File: config.mk
export PLATFORM = sky130hd
export DESIGN_NAME = first_fit_heap_allocator_flat
export DESIGN_NICKNAME = d
export VERILOG_FILES = /design/src/rtl/ffha_pkg.sv /design/src/rtl/ffha_if.sv /design/src/rtl/ffha_cell.sv /design/src/rtl/ffha_ring.sv /design/src/rtl/first_fit_heap_allocator.sv /design/src/flat_wrapper.sv
export SDC_FILE = /design/constraint.sdc
export NUM_CORES = 2
export LEC_CHECK = 0
export BUFFER_PORTS_ARGS = -buffer_cell sky130_fd_sc_hd__buf_4
export CAP_MARGIN = 30
export CORE_ASPECT_RATIO = 1.1
export CORE_MARGIN = 10
export CORE_UTILIZATION = 55
export CTS_CLUSTER_DIAMETER = 150
export DETAILED_ROUTE_END_ITERATION = 12
export GPL_TIMING_DRIVEN = 0
export PLACE_DENSITY = 0.71
export RECOVER_POWER = 50
export SYNTH_ARGS = -nofsm -noshare
export SYNTH_HDL_FRONTEND = slang
export SYNTH_HIERARCHICAL = 1
export SYNTH_SLANG_ARGS = --single-unit
File: constraint.sdc
create_clock -name clk -period 5.65 [get_ports clk]
set_input_delay 0.8475 -clock clk [delete_from_list [all_inputs] [get_ports clk]]
set_output_delay 0.8475 -clock clk [all_outputs]
set_load 0.01 [all_outputs]
File: src/rtl/ffha_pkg.sv
// Package: shared constants of the first-fit heap allocator
`timescale 1ns / 1ps
package ffha_pkg;
    localparam int ADDR_BITS_DEF = 20;
    localparam int FREE_ENTRIES_DEF = 16;
    localparam int LIVE_ENTRIES_DEF = 16;
    localparam int HEADER_BYTES_DEF = 16;
    localparam int MIN_SPLIT_BYTES_DEF = 16;
    localparam int REQ_W = 20;
    localparam int SIZE_W = 21;
    localparam int CFG_IDX_W = 1;
    localparam int ST_W = 3;

    localparam logic [CFG_IDX_W-1:0] REG_HEAP_SIZE = 1'd0;
    localparam logic [CFG_IDX_W-1:0] REG_HEAP_ENABLE = 1'd1;

    localparam logic [ST_W-1:0] ST_OK = 3'd0;
    localparam logic [ST_W-1:0] ST_NOFIT = 3'd1;
    localparam logic [ST_W-1:0] ST_DISABLED = 3'd2;
    localparam logic [ST_W-1:0] ST_UNKNOWN = 3'd3;
    localparam logic [ST_W-1:0] ST_FULL = 3'd4;

    localparam logic ACT_ALLOC = 1'b0;
    localparam logic ACT_FREE = 1'b1;
endpackage

File: src/rtl/ffha_if.sv
// Interfaces: valid/ready channels for requests and results
`timescale 1ns / 1ps
interface ffha_req_if;
    logic valid;
    logic ready;
    logic action;
    logic [ffha_pkg::REQ_W-1:0] request_size;
    logic [ffha_pkg::REQ_W-1:0] block_address;
    modport source (output valid, action, request_size, block_address, input ready);
    modport sink (input valid, action, request_size, block_address, output ready);
endinterface

interface ffha_rsp_if;
    logic valid;
    logic ready;
    logic [ffha_pkg::REQ_W-1:0] address;
    logic [ffha_pkg::ST_W-1:0] status;
    modport source (output valid, address, status, input ready);
    modport sink (input valid, address, status, output ready);
endinterface

File: src/rtl/ffha_cell.sv
// One table cell: holds a segment, shifts it to the next cell each cycle of a scan
`timescale 1ns / 1ps
module ffha_cell #(
    parameter int W = 20
) (
    input  logic         clk,
    input  logic         rst_n,
    input  logic         load,
    input  logic         clr,
    input  logic         shift,
    input  logic         in_used,
    input  logic [W-1:0] in_start,
    input  logic [W:0]   in_len,
    input  logic         ld_used,
    input  logic [W-1:0] ld_start,
    input  logic [W:0]   ld_len,
    output logic         used,
    output logic [W-1:0] start,
    output logic [W:0]   len
);
    logic         used_reg;
    logic [W-1:0] start_reg;
    logic [W:0]   len_reg;

    // Clear, load or take the neighbour's entry
    always_ff @(posedge clk or negedge rst_n)
    begin
        if (!rst_n)
        begin
            used_reg <= 1'b0;
        end
        else if (clr)
        begin
            used_reg <= 1'b0;
        end
        else if (load)
        begin
            used_reg <= ld_used;
        end
        else if (shift)
        begin
            used_reg <= in_used;
        end
    end

    always_ff @(posedge clk)
    begin
        if (load)
        begin
            start_reg <= ld_start;
            len_reg <= ld_len;
        end
        else if (shift)
        begin
            start_reg <= in_start;
            len_reg <= in_len;
        end
    end

    assign used = used_reg;
    assign start = start_reg;
    assign len = len_reg;
endmodule

File: src/rtl/ffha_ring.sv
// Ring of cells: a table that rotates one entry a cycle past a head port while shift is high
`timescale 1ns / 1ps
module ffha_ring #(
    parameter int W = 20,
    parameter int N = 16
) (
    input  logic         clk,
    input  logic         rst_n,
    input  logic         clr,
    input  logic         shift,
    input  logic         init,
    input  logic [W:0]   init_len,
    input  logic         wr,
    input  logic         wr_used,
    input  logic [W-1:0] wr_start,
    input  logic [W:0]   wr_len,
    output logic         head_used,
    output logic [W-1:0] head_start,
    output logic [W:0]   head_len
);
    logic         u [N];
    logic [W-1:0] s [N];
    logic [W:0]   l [N];

    // Cell 0 is the head; on a rotate the tail cell takes the head entry, patched when wr is high
    for (genvar i = 0; i < N; i++)
    begin : g_cell
        logic         iu;
        logic [W-1:0] is;
        logic [W:0]   il;
        logic         ld;
        logic         lu;
        logic [W-1:0] ls;
        logic [W:0]   ll;
        if (i == N - 1)
        begin : g_tail
            assign iu = wr ? wr_used : u[0];
            assign is = wr ? wr_start : s[0];
            assign il = wr ? wr_len : l[0];
        end
        else
        begin : g_mid
            assign iu = u[i+1];
            assign is = s[i+1];
            assign il = l[i+1];
        end
        assign ld = init;
        assign lu = (i == 0) && (init_len != '0);
        assign ls = '0;
        assign ll = init_len;
        ffha_cell #(.W(W)) u_cell (
            .clk(clk), .rst_n(rst_n), .load(ld), .clr(clr), .shift(shift),
            .in_used(iu), .in_start(is), .in_len(il),
            .ld_used(lu), .ld_start(ls), .ld_len(ll),
            .used(u[i]), .start(s[i]), .len(l[i])
        );
    end

    assign head_used = u[0];
    assign head_start = s[0];
    assign head_len = l[0];
endmodule

File: src/rtl/first_fit_heap_allocator.sv
// Top level: first-fit heap allocator with coalescing free
// Usage:
//   req channel carries action (0 allocate, 1 free), request_size, block_address.
//   rsp channel returns one word per request: address and status.
//   cfg_we/cfg_idx/cfg_data write heap_size (index 0, rebuilds the tables) and
//   heap_enable (index 1); write only while idle.
// Operation:
//   Both tables are rings of FREE_ENTRIES / LIVE_ENTRIES cells rotating one entry
//   a cycle past a head port; every pass is one full rotation of one ring.
//   Allocate = free ring search, live ring claim, free ring split pass.
//   Free = live ring search, free ring neighbour search, free ring merge, live ring
//   retire. No fit and unknown address answer after one pass, a full table after
//   two; a disabled heap answers with no pass. One request at a time: the next
//   is accepted in the cycle after the result is taken.
// Reset: both tables empty, heap_size 0, heap disabled.
// Stall: the result is held in an output register until taken; the next request
//   is accepted only after that.
`timescale 1ns / 1ps
module first_fit_heap_allocator #(
    parameter int HEAP_ADDR_BITS = ffha_pkg::ADDR_BITS_DEF,
    parameter int FREE_ENTRIES = ffha_pkg::FREE_ENTRIES_DEF,
    parameter int LIVE_ENTRIES = ffha_pkg::LIVE_ENTRIES_DEF,
    parameter int HEADER_BYTES = ffha_pkg::HEADER_BYTES_DEF,
    parameter int MIN_SPLIT_BYTES = ffha_pkg::MIN_SPLIT_BYTES_DEF
) (
    input  logic                               clk,
    input  logic                               rst_n,
    ffha_req_if.sink                           req,
    ffha_rsp_if.source                         rsp,
    input  logic                               cfg_we,
    input  logic [ffha_pkg::CFG_IDX_W-1:0]     cfg_idx,
    input  logic [ffha_pkg::SIZE_W-1:0]        cfg_data
);
    import ffha_pkg::*;

    localparam int W = HEAP_ADDR_BITS;
    localparam int FCW = $clog2(FREE_ENTRIES + 1);
    localparam int LCW = $clog2(LIVE_ENTRIES + 1);
    localparam int CW = (FCW > LCW) ? FCW : LCW;
    localparam logic [W:0] LIMIT = {1'b1, {W{1'b0}}};
    localparam logic [W+1:0] HDR = (W + 2)'(HEADER_BYTES);
    localparam logic [W:0] MINS = (W + 1)'(MIN_SPLIT_BYTES);

    typedef enum logic [8:0] {
        S_IDLE  = 9'b000000001,
        S_AFIND = 9'b000000010,
        S_APAT  = 9'b000000100,
        S_LPAT  = 9'b000001000,
        S_LFIND = 9'b000010000,
        S_FFIND = 9'b000100000,
        S_FPAT  = 9'b001000000,
        S_LCLR  = 9'b010000000,
        S_OUT   = 9'b100000000
    } state_t;

    state_t state_reg, state_next;
    logic [CW-1:0] cnt_reg, cnt_next;
    logic enable_reg;
    logic [W-1:0] lo_reg;               // low address bits of request
    logic [W+1:0] need_reg;
    logic fnd_reg, fnd_next;            // fit / block found
    logic [W-1:0] bst_reg, bst_next;    // best start (alloc) or block start (free)
    logic [W:0] bln_reg, bln_next;      // best length or block length
    logic slot_reg, slot_next;          // free slot seen
    logic pred_reg, pred_next, succ_reg, succ_next;
    logic [W:0] sln_reg, sln_next;      // successor length
    logic done_reg, done_next;          // patch already applied this pass
    logic [W-1:0] oaddr_reg;
    logic [ST_W-1:0] ost_reg;
    logic [W-1:0] raddr_next;
    logic [ST_W-1:0] rst_next;
    logic [W-1:0] raddr_reg;
    logic [ST_W-1:0] rstat_reg;
    logic act_reg;

    logic f_shift, f_wr, f_wu, l_shift, l_wr, l_wu, tinit;
    logic [W-1:0] f_ws, l_ws;
    logic [W:0] f_wl, l_wl, init_len;
    logic fu, lu;
    logic [W-1:0] fs, ls;
    logic [W:0] fl, ll;
    logic [W+1:0] fend, bend, rem;
    logic [W-1:0] lkey;

    // Saturate written heap size
    assign init_len = (cfg_data > (SIZE_W)'(LIMIT)) ? LIMIT : (W + 1)'(cfg_data);
    assign tinit = cfg_we && (cfg_idx == REG_HEAP_SIZE);

    ffha_ring #(.W(W), .N(FREE_ENTRIES)) u_free (
        .clk(clk), .rst_n(rst_n), .clr(1'b0), .shift(f_shift), .init(tinit),
        .init_len(init_len), .wr(f_wr), .wr_used(f_wu), .wr_start(f_ws), .wr_len(f_wl),
        .head_used(fu), .head_start(fs), .head_len(fl)
    );
    ffha_ring #(.W(W), .N(LIVE_ENTRIES)) u_live (
        .clk(clk), .rst_n(rst_n), .clr(tinit), .shift(l_shift), .init(1'b0),
        .init_len('0), .wr(l_wr), .wr_used(l_wu), .wr_start(l_ws), .wr_len(l_wl),
        .head_used(lu), .head_start(ls), .head_len(ll)
    );

    assign fend = {1'b0, fl} + {2'b0, fs};
    assign bend = {1'b0, bln_reg} + {2'b0, bst_reg};
    assign rem = {1'b0, bln_reg} - need_reg;
    assign lkey = W'({2'b0, ls} + HDR);

    // Configuration registers
    always_ff @(posedge clk or negedge rst_n)
    begin
        if (!rst_n)
        begin
            enable_reg <= 1'b0;
        end
        else if (cfg_we && cfg_idx == REG_HEAP_ENABLE)
        begin
            enable_reg <= cfg_data[0];
        end
    end

    // Sequencer
    always_comb
    begin
        state_next = state_reg;
        cnt_next = cnt_reg;
        fnd_next = fnd_reg;
        bst_next = bst_reg;
        bln_next = bln_reg;
        slot_next = slot_reg;
        pred_next = pred_reg;
        succ_next = succ_reg;
        sln_next = sln_reg;
        done_next = done_reg;
        raddr_next = raddr_reg;
        rst_next = rstat_reg;
        f_shift = 1'b0;
        f_wr = 1'b0;
        f_wu = fu;
        f_ws = fs;
        f_wl = fl;
        l_shift = 1'b0;
        l_wr = 1'b0;
        l_wu = lu;
        l_ws = ls;
        l_wl = ll;
        case (state_reg)
            S_IDLE:
            begin
                cnt_next = '0;
                fnd_next = 1'b0;
                slot_next = 1'b0;
                pred_next = 1'b0;
                succ_next = 1'b0;
                done_next = 1'b0;
                raddr_next = '0;
                if (req.valid)
                begin
                    if (!enable_reg)
                    begin
                        rst_next = ST_DISABLED;
                        state_next = S_OUT;
                    end
                    else if (req.action == ACT_ALLOC)
                    begin
                        state_next = S_AFIND;
                    end
                    else
                    begin
                        state_next = S_LFIND;
                    end
                end
            end
            // Find lowest fitting segment
            S_AFIND:
            begin
                f_shift = 1'b1;
                if (fu && {1'b0, fl} >= need_reg && (!fnd_reg || fs < bst_reg))
                begin
                    fnd_next = 1'b1;
                    bst_next = fs;
                    bln_next = fl;
                end
                cnt_next = cnt_reg + 1'b1;
                if (cnt_reg == CW'(FREE_ENTRIES - 1))
                begin
                    cnt_next = '0;
                    if (!fnd_next)
                    begin
                        rst_next = ST_NOFIT;
                        state_next = S_OUT;
                    end
                    else
                    begin
                        state_next = S_LPAT;
                    end
                end
            end
            // Claim first empty live slot
            S_LPAT:
            begin
                l_shift = 1'b1;
                if (!lu && !done_reg)
                begin
                    done_next = 1'b1;
                    l_wr = 1'b1;
                    l_wu = 1'b1;
                    l_ws = bst_reg;
                    l_wl = (rem >= {1'b0, MINS}) ? (W + 1)'(need_reg) : bln_reg;
                end
                cnt_next = cnt_reg + 1'b1;
                if (cnt_reg == CW'(LIVE_ENTRIES - 1))
                begin
                    cnt_next = '0;
                    if (!done_next)
                    begin
                        rst_next = ST_FULL;
                        state_next = S_OUT;
                    end
                    else
                    begin
                        done_next = 1'b0;
                        state_next = S_APAT;
                    end
                end
            end
            // Split or take the chosen segment
            S_APAT:
            begin
                f_shift = 1'b1;
                if (fu && fs == bst_reg && !done_reg)
                begin
                    done_next = 1'b1;
                    f_wr = 1'b1;
                    if (rem >= {1'b0, MINS})
                    begin
                        f_ws = W'({2'b0, fs} + need_reg);
                        f_wl = (W + 1)'(rem);
                    end
                    else
                    begin
                        f_wu = 1'b0;
                    end
                end
                cnt_next = cnt_reg + 1'b1;
                if (cnt_reg == CW'(FREE_ENTRIES - 1))
                begin
                    rst_next = ST_OK;
                    raddr_next = W'({2'b0, bst_reg} + HDR);
                    state_next = S_OUT;
                end
            end
            // Find the live block by address
            S_LFIND:
            begin
                l_shift = 1'b1;
                if (lu && !fnd_reg && lkey == lo_reg)
                begin
                    fnd_next = 1'b1;
                    bst_next = ls;
                    bln_next = ll;
                end
                cnt_next = cnt_reg + 1'b1;
                if (cnt_reg == CW'(LIVE_ENTRIES - 1))
                begin
                    cnt_next = '0;
                    if (!fnd_next)
                    begin
                        rst_next = ST_UNKNOWN;
                        state_next = S_OUT;
                    end
                    else
                    begin
                        state_next = S_FFIND;
                    end
                end
            end
            // Look for neighbours and a free slot
            S_FFIND:
            begin
                f_shift = 1'b1;
                if (!fu)
                begin
                    slot_next = 1'b1;
                end
                else if (fend == {1'b0, bst_reg})
                begin
                    pred_next = 1'b1;
                end
                else if ({1'b0, fs} == bend[W:0])
                begin
                    succ_next = 1'b1;
                    sln_next = fl;
                end
                cnt_next = cnt_reg + 1'b1;
                if (cnt_reg == CW'(FREE_ENTRIES - 1))
                begin
                    cnt_next = '0;
                    if (!pred_next && !succ_next && !slot_next)
                    begin
                        rst_next = ST_FULL;
                        state_next = S_OUT;
                    end
                    else
                    begin
                        state_next = S_FPAT;
                    end
                end
            end
            // Merge or insert the block
            S_FPAT:
            begin
                f_shift = 1'b1;
                if (fu && fend == {1'b0, bst_reg} && pred_reg)
                begin
                    f_wr = 1'b1;
                    f_wl = (W + 1)'({1'b0, fl} + {1'b0, bln_reg}
                        + (succ_reg ? {1'b0, sln_reg} : '0));
                end
                else if (fu && {1'b0, fs} == bend[W:0] && succ_reg)
                begin
                    f_wr = 1'b1;
                    if (pred_reg)
                    begin
                        f_wu = 1'b0;
                    end
                    else
                    begin
                        f_ws = bst_reg;
                        f_wl = (W + 1)'({1'b0, fl} + {1'b0, bln_reg});
                    end
                end
                else if (!fu && !pred_reg && !succ_reg && !done_reg)
                begin
                    done_next = 1'b1;
                    f_wr = 1'b1;
                    f_wu = 1'b1;
                    f_ws = bst_reg;
                    f_wl = bln_reg;
                end
                cnt_next = cnt_reg + 1'b1;
                if (cnt_reg == CW'(FREE_ENTRIES - 1))
                begin
                    cnt_next = '0;
                    done_next = 1'b0;
                    state_next = S_LCLR;
                end
            end
            // Retire the live entry
            S_LCLR:
            begin
                l_shift = 1'b1;
                if (lu && !done_reg && lkey == lo_reg)
                begin
                    done_next = 1'b1;
                    l_wr = 1'b1;
                    l_wu = 1'b0;
                end
                cnt_next = cnt_reg + 1'b1;
                if (cnt_reg == CW'(LIVE_ENTRIES - 1))
                begin
                    rst_next = ST_OK;
                    state_next = S_OUT;
                end
            end
            S_OUT:
            begin
                if (rsp.ready)
                begin
                    state_next = S_IDLE;
                end
            end
            default:
            begin
                state_next = S_IDLE;
            end
        endcase
    end

    always_ff @(posedge clk or negedge rst_n)
    begin
        if (!rst_n)
        begin
            state_reg <= S_IDLE;
            cnt_reg <= '0;
        end
        else
        begin
            state_reg <= state_next;
            cnt_reg <= cnt_next;
        end
    end

    // Working registers
    always_ff @(posedge clk)
    begin
        fnd_reg <= fnd_next;
        bst_reg <= bst_next;
        bln_reg <= bln_next;
        slot_reg <= slot_next;
        pred_reg <= pred_next;
        succ_reg <= succ_next;
        sln_reg <= sln_next;
        done_reg <= done_next;
        raddr_reg <= raddr_next;
        rstat_reg <= rst_next;
        if (state_reg == S_IDLE && req.valid)
        begin
            act_reg <= req.action;
            lo_reg <= W'(req.block_address);
            need_reg <= ({2'b0, W'(req.request_size)} + HDR == '0) ? (W + 2)'(1)
                : ({2'b0, W'(req.request_size)} + HDR);
        end
    end

    assign oaddr_reg = raddr_reg;
    assign ost_reg = rstat_reg;

    assign req.ready = (state_reg == S_IDLE);
    assign rsp.valid = (state_reg == S_OUT);
    assign rsp.address = REQ_W'(oaddr_reg);
    assign rsp.status = (act_reg == ACT_FREE || act_reg == ACT_ALLOC) ? ost_reg : ost_reg;
endmodule
File: src/flat_wrapper.sv
// flat-port wrapper written by rule: the top's interface ports become plain ports
module first_fit_heap_allocator_flat import ffha_pkg::*;
#(
    parameter int HEAP_ADDR_BITS = ffha_pkg::ADDR_BITS_DEF,
    parameter int FREE_ENTRIES = ffha_pkg::FREE_ENTRIES_DEF,
    parameter int LIVE_ENTRIES = ffha_pkg::LIVE_ENTRIES_DEF,
    parameter int HEADER_BYTES = ffha_pkg::HEADER_BYTES_DEF,
    parameter int MIN_SPLIT_BYTES = ffha_pkg::MIN_SPLIT_BYTES_DEF
)
  (clk, rst_n, cfg_we, cfg_idx, cfg_data, req_valid, req_action, req_request_size, req_block_address, req_ready, rsp_valid, rsp_address, rsp_status, rsp_ready);
  ffha_req_if req_i ();
  ffha_rsp_if rsp_i ();
  input  logic clk;
  input  logic rst_n;
  input  logic cfg_we;
  input  logic [ffha_pkg::CFG_IDX_W-1:0] cfg_idx;
  input  logic [ffha_pkg::SIZE_W-1:0] cfg_data;
  input wire logic [$bits(req_i.valid)-1:0] req_valid;
  input wire logic [$bits(req_i.action)-1:0] req_action;
  input wire logic [$bits(req_i.request_size)-1:0] req_request_size;
  input wire logic [$bits(req_i.block_address)-1:0] req_block_address;
  output wire logic [$bits(req_i.ready)-1:0] req_ready;
  output wire logic [$bits(rsp_i.valid)-1:0] rsp_valid;
  output wire logic [$bits(rsp_i.address)-1:0] rsp_address;
  output wire logic [$bits(rsp_i.status)-1:0] rsp_status;
  input wire logic [$bits(rsp_i.ready)-1:0] rsp_ready;
  assign req_i.valid = req_valid;
  assign req_i.action = req_action;
  assign req_i.request_size = req_request_size;
  assign req_i.block_address = req_block_address;
  assign req_ready = req_i.ready;
  assign rsp_valid = rsp_i.valid;
  assign rsp_address = rsp_i.address;
  assign rsp_status = rsp_i.status;
  assign rsp_i.ready = rsp_ready;
  first_fit_heap_allocator #(.HEAP_ADDR_BITS(HEAP_ADDR_BITS), .FREE_ENTRIES(FREE_ENTRIES), .LIVE_ENTRIES(LIVE_ENTRIES), .HEADER_BYTES(HEADER_BYTES), .MIN_SPLIT_BYTES(MIN_SPLIT_BYTES)) u_core (.clk(clk), .rst_n(rst_n), .req(req_i), .rsp(rsp_i), .cfg_we(cfg_we), .cfg_idx(cfg_idx), .cfg_data(cfg_data));
endmodule
==> results.py <==
metrics = {
    "outcome": {
        "status": "complete, but fails checks",
        "violations": "max-capacitance violations, max-slew violations",
    },
    "synthesis": {
        "ys.flop_type": "edfxtp_1",
        "yosys-top-cells-area": "edfxtp_1 53%, mux2_4 22%, buf_12 3.1%",
        "ys_types": 106,
        "syn_area_sq_mm": 0.0824,
        "yosysWarnings": 6,
        "synth_compound_area_share_pct": 5.29,
        "synth_top_family_by_area": "multiplexers",
        "synth-simple-area-share_pct": 5.63,
        "synth-async-reset-ratio_pct": 3.15,
        "synth_area_per_cell_sq_um": 15.8,
        "synth_area_leader_cell": "edfxtp_1",
        "synthAdderAreaFrac_pct": 2.70,
        "yosysSeqAreaShare_pct": 54.0,
        "ys_ff_latch": 1490,
        "muxShareOfSynthArea_pct": 26.0,
        "synth_cells": 5231,
        "synth_top_area_share_pct": 52.6,
        "synth_edf_count": 1443,
        "yosys.area_share.xor_xnor_pct": 1.77,
    },
    "global_routing": {
        "antenna_found_initial": 6,
        "track_usage_pct": 24.5,
        "overflow": 0,
        "grtUsageMet2_pct": 37.5,
        "grt_max_degree": 42,
        "grt_util_met1_pct": 32.4,
        "grt.busiest_layer": "met2",
        "use_met3_pct": 6.63,
        "first_global_vias": 46100,
        "grt_pass1_wl_mm": 301,
    },
    "power_and_ir_drop": {
        "pwr-share-clk_pct": 29.8,
        "power_density_mw_per_mm2": 373,
        "vdd_drop_max_mv": 0.242,
        "power_uw": 33900,
        "p_sw_share_pct": 29.7,
        "power.leakage_uw": 0.0346,
        "sequentialPowerShare_pct": 47.3,
        "comb_power_share_pct": 22.9,
        "p_int_uw": 23800,
        "p_switching_uw": 10000,
    },
    "cells_and_area": {
        "fill_cells": 12100,
        "nNetsFinal": 6861,
        "final_util_pct": 61.1,
        "drive_gt1_share_pct": 15.1,
        "area_delta_synth_final_pct": 10.0,
        "multi_input_area_sq_mm": 0.0342,
        "final_cell_mix": "1443 x edfxtp_1, 1094 x mux2_1, 1059 x conb_1",
        "regArea_sq_mm": 0.0445,
        "mostFrequentLayoutCell": "edfxtp_1",
        "final_cell_area_sq_mm": 0.0907,
    },
    "hold_path": {
        "hold_path_class": "primary input to flop",
    },
    "floorplan": {
        "rows": 148,
        "core_area_sq_mm": 0.149,
        "io_pins": 93,
        "dieArea_sq_mm": 0.166,
        "floorplan.initialDensity_pct": 55.5,
        "die_h_microns": 426,
        "die_x_microns": 389,
    },
    "timing": {
        "hold_violations": 0,
        "timing.final.crit_share_pct": 99.4,
        "fmax_ghz": 0.178,
        "fin_skew_ps": 27.9,
        "finalMaxSlewViolations": 145,
        "fin_crit_ps": 5620,
        "whs_ps": 251,
        "slew_headroom_pct": -62.1,
        "setup_violations": 0,
        "tightest_slew_ps": 2430,
        "fin_ws_ps": 33.7,
    },
    "clock_network": {
        "clkLatencyLatePin_ps": 800,
        "cts_sinks": 1490,
        "numCtsBuffers": 157,
        "clk_pin_slew_ps": 60,
        "cts_buffer_depth": 3,
        "htree_levels": 4,
        "cts_root_buf": "clkbuf_16",
        "cts_tree": "done",
    },
    "drt": {
        "drt_iter0_markers": 4333,
        "route.vias.total": 47200,
        "drt-vias-per-instance": 5.43,
        "drtAntennaViolNets": 0,
        "remaining_drc_errors": 0,
        "wl_per_cell_microns": 24.0,
        "totalWireLength_mm": 209,
        "dr.pass1.iters": 6,
    },
    "setup_path": {
        "worst_ep_required_time_ps": 6190,
        "critPathLaunchType": "flop",
        "crit_fanout": 10,
        "path_common_cell": "clkbuf_4",
        "max_stage_delay_ps": 800,
        "arrival_ps": 6150,
        "cp_slowest_cell": "edfxtp_1",
        "critPathKind": "flop to flop",
        "path_cells": "ha_1, o211a_1, o31a_1, nor2_1, o41ai_1, a2111o_1, or3_1, nor4_4, nand4_4, nor3_4, buf_6, a211oi_1, o22ai_1, clkbuf_4, clkbuf_4, mux2_2, mux2_4",
        "end_kind": "flop",
    },
    "place": {
        "place_ws_ps": -923,
        "place_area_sq_mm": 0.0905,
        "dp_hpwl_mm": 153,
        "io_buffers": 92,
        "place_congestion": 1.05,
    },
    "flow_run": {
        "max_cap_violations": 6,
    },
}
## final timing paths
kind	startpoint	endpoint	slack, ps	cells after the start
worst max register to register	u_core/u_free/g_cell[0].u_cell/start[5]	u_core/u_free/g_cell[15].u_cell/start[5]	30	17
worst max-delay path	u_core/u_free/g_cell[0].u_cell/start[5]	u_core/u_free/g_cell[15].u_cell/start[5]	30	17
min in group asynchronous	rst_n	u_core/u_free/g_cell[0].u_cell/used	1170	2
worst min-delay path	req_block_address[19]	u_core/lo_reg[19]	250	1
max in group asynchronous	rst_n	u_core/cnt_reg[1]	1360	3
worst min register to register	u_core/u_free/g_cell[1].u_cell/len[14]	u_core/u_free/g_cell[0].u_cell/len[14]	510	1
## power by group through the flow
stage / Sequential [uW] / Clock (uW) / Combinational [uW]
3_5_place_dp: 16300 / 0 / 8430
2_1_floorplan: 15700 / 0 / 6240
6_report: 16000 / 10100 / 7750
4_1_cts: 16100 / 10300 / 8640
3_3_place_gp: 16400 / 0 / 8090
5_1_grt: 16200 / 10800 / 8380
## layer usage
| layer | part of all wire [%] | up-vias |
|---|---|---|
| met5 | 0.012 | - |
| met4 | 5.4 | 4 |
| met3 | 9.3 | 461 |
| met2 | 43 | 1931 |
| met1 | 42 | 23000 |
| li1 | - | 21800 |
## cell families (layout without fill, tap and decap cells)
group                    after synthesis  after routing
other                                  3           1060
AO/OA/AOI/OAI                        634            634
multiplexers                        1503           1503
XOR/XNOR                             165            165
flip-flops                          1490           1490
adder cells (fa/ha/maj)              174            174
AND/OR/NAND/NOR                      871            871
buffers and inverters                391            855
## layout make-up
| type | count | area share, % |
|---|---|---|
| repair buffers | 173 | 1.85 |
| clock inverters | 90 | 0.975 |
| clock buffers | 201 | 4.62 |
| inverters | 145 | 0.604 |
| well taps | 1950 | 2.69 |
| diodes | 1 | 0.00276 |
| multi-input cells | 4406 | 37.8 |
| plain buffers | 246 | 2.44 |
| flip-flops and latches | 1490 | 49.1 |
## cell usage after synthesis, types with 19 or more instances
cell,number
nand2_1,226
xnor2_1,111
mux2_4,1217
nor2b_1,32
o21a_1,34
xor2_1,52
nand2b_1,24
dfrtp_1,46
a21oi_1,132
buf_12,128
o211ai_1,19
ha_1,168
a21o_1,41
edfxtp_1,1443
buf_6,33
a211oi_1,33
and2_1,54
mux2_2,216
nor2b_2,32
nand4_1,40
nand3_1,76
o21ai_0,155
a211oi_2,33
inv_2,32
inv_1,112
nor4_1,33
nor2_1,150
buf_2,30
mux2i_1,70
or2_1,32
clkbuf_1,51
nor3_1,50
## through the flow
stage          TNS (ps)  instances
6_report              0       8702
3_5_place_dp     -34780       8373
3_3_place_gp   -1769900       8329
5_1_grt            -183       8702
4_1_cts               0       8687
2_1_floorplan         0       6287
## worst max-delay path, delay by kind of cell, from the launching register on
kind,cells,cell delay (ps)
DFF,1,800
buffers and inverters,3,730
muxes,2,730
AOI/OAI and AO/OA,6,1100
adders and majority gates,1,430
and+or+nand+nor,5,1550
## timing repair
item / CTS / global route
gates resized for setup: 11 / 37
setup endpoints to repair: 42 / 82
setup buffers: 22 / 10
hold buffers: 1 / 0
endpoints found under the hold margin: 20 / 0
pin swaps: 2 / 6
Note: power is estimated with default switching activity, not from simulation.
